## src/hmb_pkg.sv

```systemverilog
// ============================================================================
// Hex maze backtracker package
// Shared constants, direction codes and the command and status bundles that
// pass between the controller and the datapath.
// ============================================================================
package hmb_pkg;

    // Field widths fixed by the block's interface
    localparam int RND_W      = 16;
    localparam int CFG_IDX_W  = 2;
    localparam int CFG_DATA_W = 6;
    localparam int DIM_W      = 6;
    localparam int COORD_W    = 5;
    localparam int DIR_W      = 3;
    localparam int NUM_DIRS   = 6;

    // Configuration register indexes
    localparam logic [CFG_IDX_W-1:0] CFG_GRID_WIDTH  = 2'd0;
    localparam logic [CFG_IDX_W-1:0] CFG_GRID_HEIGHT = 2'd1;
    localparam logic [CFG_IDX_W-1:0] CFG_START_X     = 2'd2;
    localparam logic [CFG_IDX_W-1:0] CFG_START_Y     = 2'd3;

    // Item command codes
    localparam logic CMD_START = 1'b0;
    localparam logic CMD_STEP  = 1'b1;

    // Axial directions, examined in this order
    localparam logic [DIR_W-1:0] DIR_XP_YM = 3'd0;  // (+1,-1)
    localparam logic [DIR_W-1:0] DIR_XP    = 3'd1;  // (+1, 0)
    localparam logic [DIR_W-1:0] DIR_YP    = 3'd2;  // ( 0,+1)
    localparam logic [DIR_W-1:0] DIR_XM_YP = 3'd3;  // (-1,+1)
    localparam logic [DIR_W-1:0] DIR_XM    = 3'd4;  // (-1, 0)
    localparam logic [DIR_W-1:0] DIR_YM    = 3'd5;  // ( 0,-1)

    // Reciprocal constants: floor(x/3) and floor(x/5) for any 16-bit x
    localparam logic [16:0] DIV3_MUL   = 17'h0AAAB;
    localparam int          DIV3_SHIFT = 17;
    localparam logic [15:0] DIV5_MUL   = 16'hCCCD;
    localparam int          DIV5_SHIFT = 18;

    // Commands from the controller to the datapath
    typedef struct packed {
        logic latch_cfg;   // start accepted: latch run geometry, seed the stack
        logic latch_step;  // step accepted: latch the random word
        logic clear;       // clearing pass over the visited rows
        logic rd0;         // read the rows above and at the stack top
        logic rd1;         // read the row below the stack top
        logic eval;        // choose a direction, carve or pop
        logic pop;         // load the new stack top from the stack memory
    } t_cmd;

    // Status from the datapath to the controller
    typedef struct packed {
        logic running;     // a maze is in progress
        logic has_move;    // the stack top has an unvisited neighbour
        logic sp_one;      // a single entry remains on the stack
        logic clr_done;    // the clearing pass is on its final row
    } t_status;

endpackage

```

## src/hmb_ctrl.sv

```systemverilog
// ============================================================================
// Hex maze backtracker controller
// State machine that sequences the clearing pass, the neighbour row reads,
// the direction choice and the backtracking pops.
// ============================================================================
module hmb_ctrl (
    input  logic             i_clk,
    input  logic             i_rst_n,
    input  logic             i_start,
    input  logic             i_command,
    input  hmb_pkg::t_status i_status,
    output logic             o_busy,
    output hmb_pkg::t_cmd    o_cmd
);

    localparam logic [2:0] S_IDLE  = 3'd0;
    localparam logic [2:0] S_CLEAR = 3'd1;
    localparam logic [2:0] S_RD0   = 3'd2;
    localparam logic [2:0] S_RD1   = 3'd3;
    localparam logic [2:0] S_EVAL  = 3'd4;
    localparam logic [2:0] S_POP   = 3'd5;

    logic [2:0] r_state;
    logic [2:0] n_state;
    logic       accept;

    // An item is taken only while the machine is idle.
    assign accept = i_start && (r_state == S_IDLE);
    assign o_busy = (r_state != S_IDLE);

    // Next-state logic
    always_comb begin
        n_state = r_state;
        unique case (r_state)
            S_IDLE: begin
                if (accept) begin
                    if (i_command == hmb_pkg::CMD_START) begin
                        n_state = S_CLEAR;
                    end else if (i_status.running) begin
                        n_state = S_RD0;
                    end
                end
            end
            S_CLEAR: begin
                if (i_status.clr_done) begin
                    n_state = S_IDLE;
                end
            end
            S_RD0: n_state = S_RD1;
            S_RD1: n_state = S_EVAL;
            S_EVAL: begin
                if (i_status.has_move || i_status.sp_one) begin
                    n_state = S_IDLE;
                end else begin
                    n_state = S_POP;
                end
            end
            S_POP: n_state = S_RD0;
            default: n_state = S_IDLE;
        endcase
    end

    // State register
    always_ff @(posedge i_clk) begin
        if (!i_rst_n) begin
            r_state <= S_IDLE;
        end else begin
            r_state <= n_state;
        end
    end

    // Command decode
    always_comb begin
        o_cmd            = '0;
        o_cmd.latch_cfg  = accept && (i_command == hmb_pkg::CMD_START);
        o_cmd.latch_step = accept && (i_command == hmb_pkg::CMD_STEP);
        o_cmd.clear      = (r_state == S_CLEAR);
        o_cmd.rd0        = (r_state == S_RD0);
        o_cmd.rd1        = (r_state == S_RD1);
        o_cmd.eval       = (r_state == S_EVAL);
        o_cmd.pop        = (r_state == S_POP);
    end

endmodule

```

## config.mk

```make
export PLATFORM = sky130hd
export DESIGN_NAME = hmb_ctrl
export DESIGN_NICKNAME = d
export VERILOG_FILES = /design/src/hmb_pkg.sv /design/src/hmb_ctrl.sv
export SDC_FILE = /design/constraint.sdc
export NUM_CORES = 1
export LEC_CHECK = 0
export CORE_AREA = 8 8 45 47
export CTS_BUF_LIST = sky130_fd_sc_hd__clkbuf_2
export DETAILED_ROUTE_END_ITERATION = 10
export DIE_AREA = 0 0 53 55
export DONT_BUFFER_PORTS = 1
export PLACE_DENSITY_LB_ADDON = 0.08
export SLEW_MARGIN = 20
export SYNTH_ARGS = -nofsm -noshare
export SYNTH_HDL_FRONTEND = slang
export SYNTH_SLANG_ARGS = --single-unit
```

## constraint.sdc

```tcl
create_clock -name i_clk -period 4.27 [get_ports i_clk]
set_clock_uncertainty 0.15 [all_clocks]
set_input_delay 0.427 -clock i_clk [delete_from_list [all_inputs] [get_ports i_clk]]
set_output_delay 0.427 -clock i_clk [all_outputs]
set_load 0.03 [all_outputs]
```

==> impl_summary.log, run 1 <==
[metrics] run status: finished clean
[metrics] Final setup viols: 0
[metrics] cell at the slowest stage of the critical path: nor3_1
[metrics] count of nets after finishing: 41
[metrics] Net Sw Power: 0.0358 mW
[metrics] core footprint: 1380 um^2
[metrics] data arrival time at the worst-slack endpoint: 1.73 ns
[metrics] flops & latches, synth: 3
[metrics] hold wc startpoint: i_rst_n
[metrics] largest registers ranked by flip-flop count: r_state: 3 flops
[metrics] fraction of final layout cells sized beyond drive strength 1: 15.6%
[metrics] gp weighted congestion: 0.613
[metrics] clk root buf: clkbuf_2
[metrics] synth unique cells: 20
[metrics] Hold Path Stages: 1
[metrics] r2r endpoint: r_state[2]
[metrics] Area growth syn-to-layout: 8.16%
[metrics] # rows: 14
[metrics] power density cells: 374 nW/um^2
[metrics] largest stage delay on the critical path: 0.70 ns
[metrics] detailed-route wire length on metal 1: 225 um
[metrics] Antenna diodes: 0
[metrics] max_slew headroom: 28.4%
[metrics] metal3 WL: 97 um
[metrics] I/O pin cnt: 16
[metrics] CTS HTree Levels: 1
[metrics] amount of wire on met2 after detailed routing: 404 um
[metrics] Hold EP: r_state[0]
[metrics] internal cell power: 0.0635 mW
[metrics] count of TritonRoute iterations in the first routing pass: 4
[metrics] number of remaining DRC errors: 0
[metrics] remaining antenna violation count: 0
[metrics] Tightest Pin Transition: 1.07 ns
[metrics] Fin. Hold Viols: 0
[metrics] crit-path cells: or3b_1 -> nor3_1
[metrics] insertion delay to the later sink of the worst-skew pair: 0.20 ns
[metrics] type of element launching the critical path: register
[metrics] post-route worst hold slack: 0.231 ns
[metrics] mapped cell area: 245 um^2
[metrics] Req. time, crit path: 3.69 ns
[metrics] post-synth top area share: 24.5%
[metrics] Remaining Overflow, GRT: 0
[metrics] RSZ-0062 raised after global routing: false
[metrics] worst min-delay path category: input port to register
[metrics] fin cells: 48
[metrics] total die area: 2920 um^2
[metrics] final-layout setup total negative slack: 0 ns
[metrics] count of placed standard cells including taps: 44
[metrics] top metal layer carrying routed signals: met4
[metrics] Yosys warnings: 0
[metrics] number of buffers inserted for hold repair after clock tree synthesis: 0
[metrics] violation count after the first detailed-routing iteration: 2
[metrics] clock-pin slew on the worst setup and hold paths: 0.04 ns
[metrics] first-pass GRT wire length: 1190 um
[metrics] Total Routing Usage GR: 6.00%
[metrics] combinational group share of total power: 25.9%
[metrics] cells taking the most area after synthesis: dfxtp_1 (24%), nor3b_1 (12%), and3b_1 (7.1%)
[metrics] Gates resized, CTS repair: 0
[metrics] Register-to-Register Path Depth: 3
[metrics] highest net fanout along the worst path: 12
[metrics] register area share after synthesis: 24.5%
[metrics] pins over their slew limit: 0
[metrics] part of the total power dissipated in sequential elements: 34.7%
[metrics] minimum clock period after layout: 2.31 ns
[metrics] vias after detailed routing: 234
[metrics] part of the cycle the worst path needs: 54.0%
[metrics] reg-to-reg critical path startpoint: r_state[2]
[metrics] number of buffers created by CTS: 3
[metrics] Top reg by flops: r_state
[metrics] die width: 53 um
[metrics] initial antenna violation count: 0
[metrics] r2r setup slk: 2.25 ns
[metrics] Critical Path End Type: output port
[metrics] flip-flop count of the largest register, all copies and words added: 3
[metrics] routed len/inst: 15.6 um
[metrics] share of total power consumed by net switching: 36.0%
[metrics] Top delay family on crit path: simple AND/OR/NAND/NOR gates
[metrics] number of vias per cell: 4.88
[metrics] number of filler instances in the final layout: 161
[metrics] critical path class: register to output port
[metrics] die outline height: 55 um
[metrics] leak pwr: 0.114 nW
[metrics] post-detailed-routing wire length: 747 um
[metrics] setup bufs post-CTS: 0
[metrics] clock tree from TritonCTS: done
[metrics] CTS Buffer Depth: 2
[metrics] CP Buf/Inv Count: 0
[metrics] maximum VDD drop: 55.1 uV
[metrics] maximum clock frequency: 434 MHz
[metrics] clock network fraction of total power: 39.3%
[metrics] most frequent cells in the layout: nor3b_1 (4), clkbuf_2 (4), nor2_1 (3), a21oi_1 (3), dfxtp_1 (3)
[metrics] synthesized netlist net count: 39
[metrics] syn_area_per_cell: 7.91 um^2
[metrics] largest area contributor in the synthesized netlist: dfxtp_1
[metrics] Area after DPL: 245 um^2
[metrics] # Max-Cap Violations: 0
[metrics] clock net sink count: 3
[metrics] initial cell density of the core: 17.7%
[metrics] final instance area: 265 um^2
[metrics] number of port buffers: 0
[metrics] vias in the first global route: 267
[metrics] post-synthesis instance total: 31
[metrics] maximum number of pins on one net before global-route repair: 13
[Yosys cell counts]
cell and count:
a211o_1 1, a21boi_1 1, a21oi_1 3, a221o_1 1, and2_1 1, and3_1 1, and3b_1 2, buf_2 1
buf_6 1, clkbuf_1 1, dfxtp_1 3, nand2b_1 1, nand3b_1 1, nor2_1 3, nor2b_1 1, nor3_1 1
nor3b_1 4, or2_2 1, or3_1 2, or3b_1 1
[power by group through the flow]
stage               clock network [mW]  logic, mW  registers, mW
floorplan                            0     0.0284         0.0312
global placement                     0     0.0263         0.0347
detailed placement                   0     0.0263         0.0351
CTS                             0.0424     0.0263         0.0345
global route                    0.0441     0.0279         0.0354
finish                          0.0391     0.0257         0.0345
[how the worst max path moves through the flow]
stage | start | end | slack [ns] | cells after the start
after floorplan | i_command | o_cmd[6] | 2.24 | 2
after global placement | r_state[0] | o_cmd[6] | 2.18 | 2
after detailed placement | r_state[0] | o_cmd[6] | 2.15 | 2
after CTS | r_state[0] | o_cmd[6] | 1.92 | 2
after global routing | r_state[0] | o_cmd[6] | 1.86 | 2
final | r_state[0] | o_cmd[6] | 1.96 | 2
[layout make-up]
class                           instances  area [um^2]  area share, %
Tap cell                               16         20.0           7.55
Clock buffer                            4         20.0           7.55
Sequential cell                         3         60.1           22.6
Multi-Input combinational cell         25          165           62.3
[cell families (layout without fill, tap and decap cells)]
kind of cell,after synthesis,in the layout,share of synthesized area (%)
AOI/OAI and AO/OA,6,6,16.8
DFF,3,3,24.5
buffers and inverters,3,4,8.16
and+or+nand+nor,19,19,50.5
[stage by stage]
stage / utilization (%) / worst slack, ns / total power, mW
after floorplan: - / 2.24 / 0.0596
final: 19.2 / 1.96 / 0.0993
after detailed placement: 17.7 / 2.15 / 0.0614
after global placement: 17.7 / 2.18 / 0.0610
after global routing: 19.2 / 1.86 / 0.107
after CTS: 19.2 / 1.92 / 0.103
[per-layer routing]
layer	GRT usage [%]	vias to the layer above
li1	-	115
met1	4.24	107
met2	9.96	10
met3	4.28	2
met4	6.47	0
met5	0	-
Power figures use the tool's default switching activity.
==> inputs of run 2 (changes only) <==
clock period = 1.9 ns   (was 4.27 ns; I/O delays follow)
==> impl_summary.log, run 2 (synthesis gave the netlist of run 1 again) <==
[metrics] insertion delay to the later sink of the worst-skew pair: 0.21 ns
[metrics] Final setup viols: 0
[metrics] maximum VDD drop: 145 uV
[metrics] leak pwr: 0.145 nW
[metrics] metal3 WL: 56 um
[metrics] number of vias per cell: 4.76
[metrics] post-detailed-routing wire length: 791 um
[metrics] area taken by multi-input logic gates: 165 um^2
[metrics] # rows: 14
[metrics] type of element launching the critical path: register
[metrics] first-pass GRT wire length: 1230 um
[metrics] part of the cycle the worst path needs: 90.1%
[metrics] number of buffers created by CTS: 3
[metrics] clock net sink count: 3
[metrics] minimum clock period after layout: 1.71 ns
[metrics] setup bufs post-CTS: 0
[metrics] Area after DPL: 283 um^2
[metrics] most frequent cells in the layout: buf_4 (5), nor3b_1 (4), clkbuf_2 (4)
[metrics] die outline height: 55 um
[metrics] largest registers ranked by flip-flop count: r_state: 3 flops
[metrics] pins over their slew limit: 0
[metrics] clk root buf: clkbuf_2
[metrics] vias after detailed routing: 257
[metrics] initial cell density of the core: 17.7%
[metrics] Top reg by flops: r_state
[metrics] total die area: 2920 um^2
[metrics] final instance area: 313 um^2
[metrics] I/O pin cnt: 16
[metrics] amount of wire on met2 after detailed routing: 419 um
[metrics] Tightest Pin Transition: 0.357 ns
[metrics] fraction of final layout cells sized beyond drive strength 1: 26.3%
[metrics] cell at the slowest stage of the critical path: or3b_1
[metrics] worst min-delay path category: input port to register
[metrics] die width: 53 um
[metrics] # Max-Cap Violations: 0
[metrics] final-layout setup total negative slack: 0 ns
[metrics] maximum clock frequency: 584 MHz
[metrics] total power consumption of the routed design: 0.234 mW
[metrics] CTS HTree Levels: 1
[metrics] Critical Path End Type: output port
[metrics] Remaining Overflow, GRT: 0
[metrics] top metal layer carrying routed signals: met3
[metrics] Area growth syn-to-layout: 27.6%
[metrics] vias in the first global route: 287
[metrics] register area: 60.1 um^2
[metrics] gp weighted congestion: 0.666
[metrics] count of TritonRoute iterations in the first routing pass: 4
[metrics] data arrival time at the worst-slack endpoint: 1.37 ns
[metrics] run status: finished clean
[metrics] critical path class: register to output port
[metrics] number of port buffers: 0
[metrics] highest net fanout along the worst path: 12
[metrics] number of filler instances in the final layout: 158
[metrics] max_slew headroom: 76.2%
[metrics] core footprint: 1380 um^2
[metrics] power density cells: 749 nW/um^2
[metrics] Total Routing Usage GR: 5.78%
[metrics] Antenna diodes: 0
[metrics] clock tree from TritonCTS: done
[metrics] most common cell after layout, fill and taps aside: buf_4
[metrics] count of nets after finishing: 47
[metrics] flip-flop count of the largest register, all copies and words added: 3
[metrics] largest stage delay on the critical path: 0.43 ns
[metrics] crit-path cells: or3b_1 -> nor3_1 -> buf_4
[metrics] number of remaining DRC errors: 0
[metrics] CP Buf/Inv Count: 1
[metrics] remaining antenna violation count: 0
[metrics] routed len/inst: 14.6 um
[metrics] Fin. Hold Viols: 0
[metrics] maximum number of pins on one net before global-route repair: 13
[metrics] violation count after the first detailed-routing iteration: 4
[metrics] CTS Buffer Depth: 2
[metrics] Req. time, crit path: 1.56 ns
[metrics] detailed-route wire length on metal 1: 315 um
[metrics] RSZ-0062 raised after global routing: false
[metrics] initial antenna violation count: 0
[metrics] Top delay family on crit path: simple AND/OR/NAND/NOR gates
[metrics] detailed-placement wirelength estimate: 610 um
[metrics] clock-pin slew on the worst setup and hold paths: 0.05 ns
[metrics] Gates resized, CTS repair: 0
[metrics] r2r setup slk: 0.37 ns
[run 2: cell types whose count changed in the layout (fill, tap and decap cells not counted)]
cell           change
buf_4              +5
dlygate4sd3_1      +1
[run 2: what timing repair did]
item,4_1_cts,5_1_grt
endpoints found under the hold margin,3,0
endpoints found under the setup margin,0,0
hold buffers,1,0
[run 2: report_power, final]
part	internal [mW]	switching, mW
clock network	0.0556	0.0351
registers	0.0673	0.0106
logic	0.0259	0.0398
[run 2: metrics by stage]
step / worst slack (ns) / hold slack [ns] / instances / util [%]
floorplan: 0.0919 / 0.193 / 31 / -
detailed placement: 0.376 / 0.203 / 49 / 20.4
finish: 0.188 / 0.0184 / 54 / 22.6
global route: 0.0886 / 0.0235 / 54 / 22.6
CTS: 0.174 / 0.00232 / 54 / 22.6
global placement: 0.406 / 0.203 / 49 / 20.4
[run 2: path summary, 6_finish.rpt]
path	startpoint	end	cells after the start
worst min register to register	r_state[0]	r_state[0]	2
worst max-delay path	r_state[0]	o_cmd[6]	3
worst min-delay path	i_status[0]	r_state[0]	2
worst max register to register	r_state[0]	r_state[0]	3
[run 2: final cells by class]
cell class	instances	area share, %
well taps	16	6.40
flip-flops and latches	3	19.2
multi-input cells	25	52.8
repair buffers	6	15.2
clock buffers	4	6.40
[run 2: per-layer routing]
metal  up-vias  track usage [%]
met5         -                0
met3         0             1.87
met4         0             6.47
met1       123             4.99
met2         8             9.96
li1        126                -
==> inputs of run 3 (changes only) <==
clock period = 1.8 ns   (was 1.9 ns; I/O delays follow)
==> impl_summary.log, run 3 (synthesis gave the netlist of run 1 again) <==
[metrics] initial antenna violation count: 0
[metrics] maximum number of pins on one net before global-route repair: 12
[metrics] combinational group share of total power: 32.7%
[metrics] most frequent cells in the layout: buf_4 (6), clkbuf_2 (4)
[metrics] power density cells: 735 nW/um^2
[metrics] run status: finished clean
[metrics] count of nets after finishing: 49
[metrics] violation count after the first detailed-routing iteration: 3
[metrics] clock network fraction of total power: 36.4%
[metrics] number of port buffers: 0
[metrics] post-route worst hold slack: 0.0932 ns
[metrics] Critical Path End Type: output port
[metrics] remaining antenna violation count: 0
[metrics] highest net fanout along the worst path: 2
[metrics] Top reg by flops: r_state
[metrics] vias in the first global route: 244
[metrics] detailed-placement wirelength estimate: 619 um
[metrics] max_slew headroom: 79.2%
[metrics] flip-flop count of the largest register, all copies and words added: 3
[metrics] Area growth syn-to-layout: 36.7%
[metrics] Gates resized, CTS repair: 0
[metrics] die width: 53 um
[metrics] critical path class: register to output port
[metrics] # Max-Cap Violations: 0
[metrics] final instance area: 335 um^2
[metrics] initial cell density of the core: 17.7%
[metrics] launch point of the critical path: r_state[0]
[metrics] crit-path cells: or3b_1 -> nor3_1 -> buf_4
[metrics] Remaining Overflow, GRT: 0
[metrics] fraction of final layout cells sized beyond drive strength 1: 30.0%
[metrics] clock-pin slew on the worst setup and hold paths: 0.04 ns
[metrics] CTS Buffer Depth: 2
[metrics] worst min-delay path category: input port to register
[metrics] vias after detailed routing: 253
[metrics] most common cell after layout, fill and taps aside: buf_4
[metrics] fin cells: 56
[metrics] Area after DPL: 295 um^2
[metrics] post-detailed-routing wire length: 758 um
[metrics] Register-to-Register Path Depth: 3
[metrics] r2r setup slk: 0.39 ns
[metrics] Net Sw Power: 0.0849 mW
[metrics] first-pass GRT wire length: 1080 um
[metrics] # rows: 14
[metrics] reg-to-reg critical path startpoint: r_state[1]
[metrics] number of remaining DRC errors: 0
[metrics] largest stage delay on the critical path: 0.40 ns
[metrics] part of the total power dissipated in sequential elements: 30.9%
[metrics] count of TritonRoute iterations in the first routing pass: 3
[metrics] Final setup viols: 0
[metrics] final standard cell utilization of the core: 24.2%
[metrics] CTS HTree Levels: 1
[metrics] Req. time, crit path: 1.47 ns
[metrics] type of element launching the critical path: register
[metrics] end point of the critical path: o_cmd[6]
[metrics] cell at the slowest stage of the critical path: or3b_1
[metrics] Antenna diodes: 0
[metrics] maximum VDD drop: 213 uV
[metrics] number of buffers inserted for hold repair after clock tree synthesis: 1
[metrics] clock tree from TritonCTS: done
[metrics] insertion delay to the later sink of the worst-skew pair: 0.19 ns
[metrics] setup bufs post-CTS: 0
[metrics] pins over their slew limit: 0
[metrics] total die area: 2920 um^2
[metrics] largest registers ranked by flip-flop count: r_state: 3 flops
[metrics] clock net sink count: 3
[metrics] count of placed standard cells including taps: 50
[metrics] internal cell power: 0.161 mW
[metrics] die outline height: 55 um
[metrics] Tightest Pin Transition: 0.313 ns
[metrics] r2r endpoint: r_state[0]
[metrics] maximum clock frequency: 637 MHz
[metrics] RSZ-0062 raised after global routing: false
[metrics] number of filler instances in the final layout: 151
[metrics] data arrival time at the worst-slack endpoint: 1.24 ns
[metrics] Total Routing Usage GR: 5.29%
[metrics] I/O pin cnt: 16
[metrics] Fin. Hold Viols: 0
[metrics] leak pwr: 0.158 nW
[metrics] share of total power consumed by net switching: 34.5%
[metrics] core footprint: 1380 um^2
[metrics] clk root buf: clkbuf_2
[metrics] number of buffers created by CTS: 3
[metrics] number of vias per cell: 4.52
[metrics] part of the cycle the worst path needs: 87.2%
[metrics] gp weighted congestion: 0.693
[metrics] routed len/inst: 13.5 um
[metrics] final-layout setup total negative slack: 0 ns
[metrics] minimum clock period after layout: 1.57 ns
==> run 3: cell types whose count changed in the layout (fill, tap and decap cells not counted), sizes merged <==
cell / change
buf: +1
dlygate4sd3: +1
==> run 3: area by class of cell <==
type                       count  area (um^2)  area share [%]
clock buffer                   4         20.0            5.97
timing repair buffer           8         65.1            19.4
sequential                     3         60.1            17.9
multi-input combinational     25          170            50.7
tap                           16         20.0            5.97
==> run 3: routing by layer <==
metal / routed length [um] / vias to the layer above / part of all wire [%] / global-route usage [%]
met5: 0 / - / 0 / 0
met4: 21 / 0 / 2.8 / 3.88
met3: 120 / 2 / 16 / 5.08
met2: 317 / 10 / 42 / 8.01
met1: 299 / 113 / 39 / 4.24
li1: - / 128 / - / -
==> run 3: critical path, delay by kind of cell (launching register included) <==
kind / cells / cell delay, ns
buffers and inverters: 1 / 0.19
flip-flops: 1 / 0.29
AND/OR/NAND/NOR: 2 / 0.56
==> run 3: power by group through the flow <==
stage               Sequential, mW  Clock, mW  Combinational (mW)
floorplan                   0.0740          0              0.0680
global route                0.0772      0.102              0.0868
finish                      0.0762     0.0896              0.0806
detailed placement          0.0773          0              0.0780
global placement            0.0772          0              0.0786
CTS                         0.0762     0.0948              0.0805
==> run 3: worst min path at each step <==
stage,cells past startpoint,to,slack (ns),startpoint
2_1_floorplan,1,r_state[0],0.18,i_rst_n
3_3_place_gp,1,r_state[0],0.19,i_rst_n
3_5_place_dp,1,r_state[0],0.20,i_rst_n
4_1_cts,2,r_state[0],0.005,i_status[0]
5_1_grt,3,r_state[2],0.11,i_status[2]
6_report,3,r_state[2],0.09,i_status[2]
==> run 3: per-stage QoR <==
step | power, mW | setup WS (ns)
6_report | 0.246 | 0.230
3_5_place_dp | 0.155 | 0.385
5_1_grt | 0.266 | 0.127
4_1_cts | 0.251 | 0.197
2_1_floorplan | 0.142 | 0.129
3_3_place_gp | 0.156 | 0.394
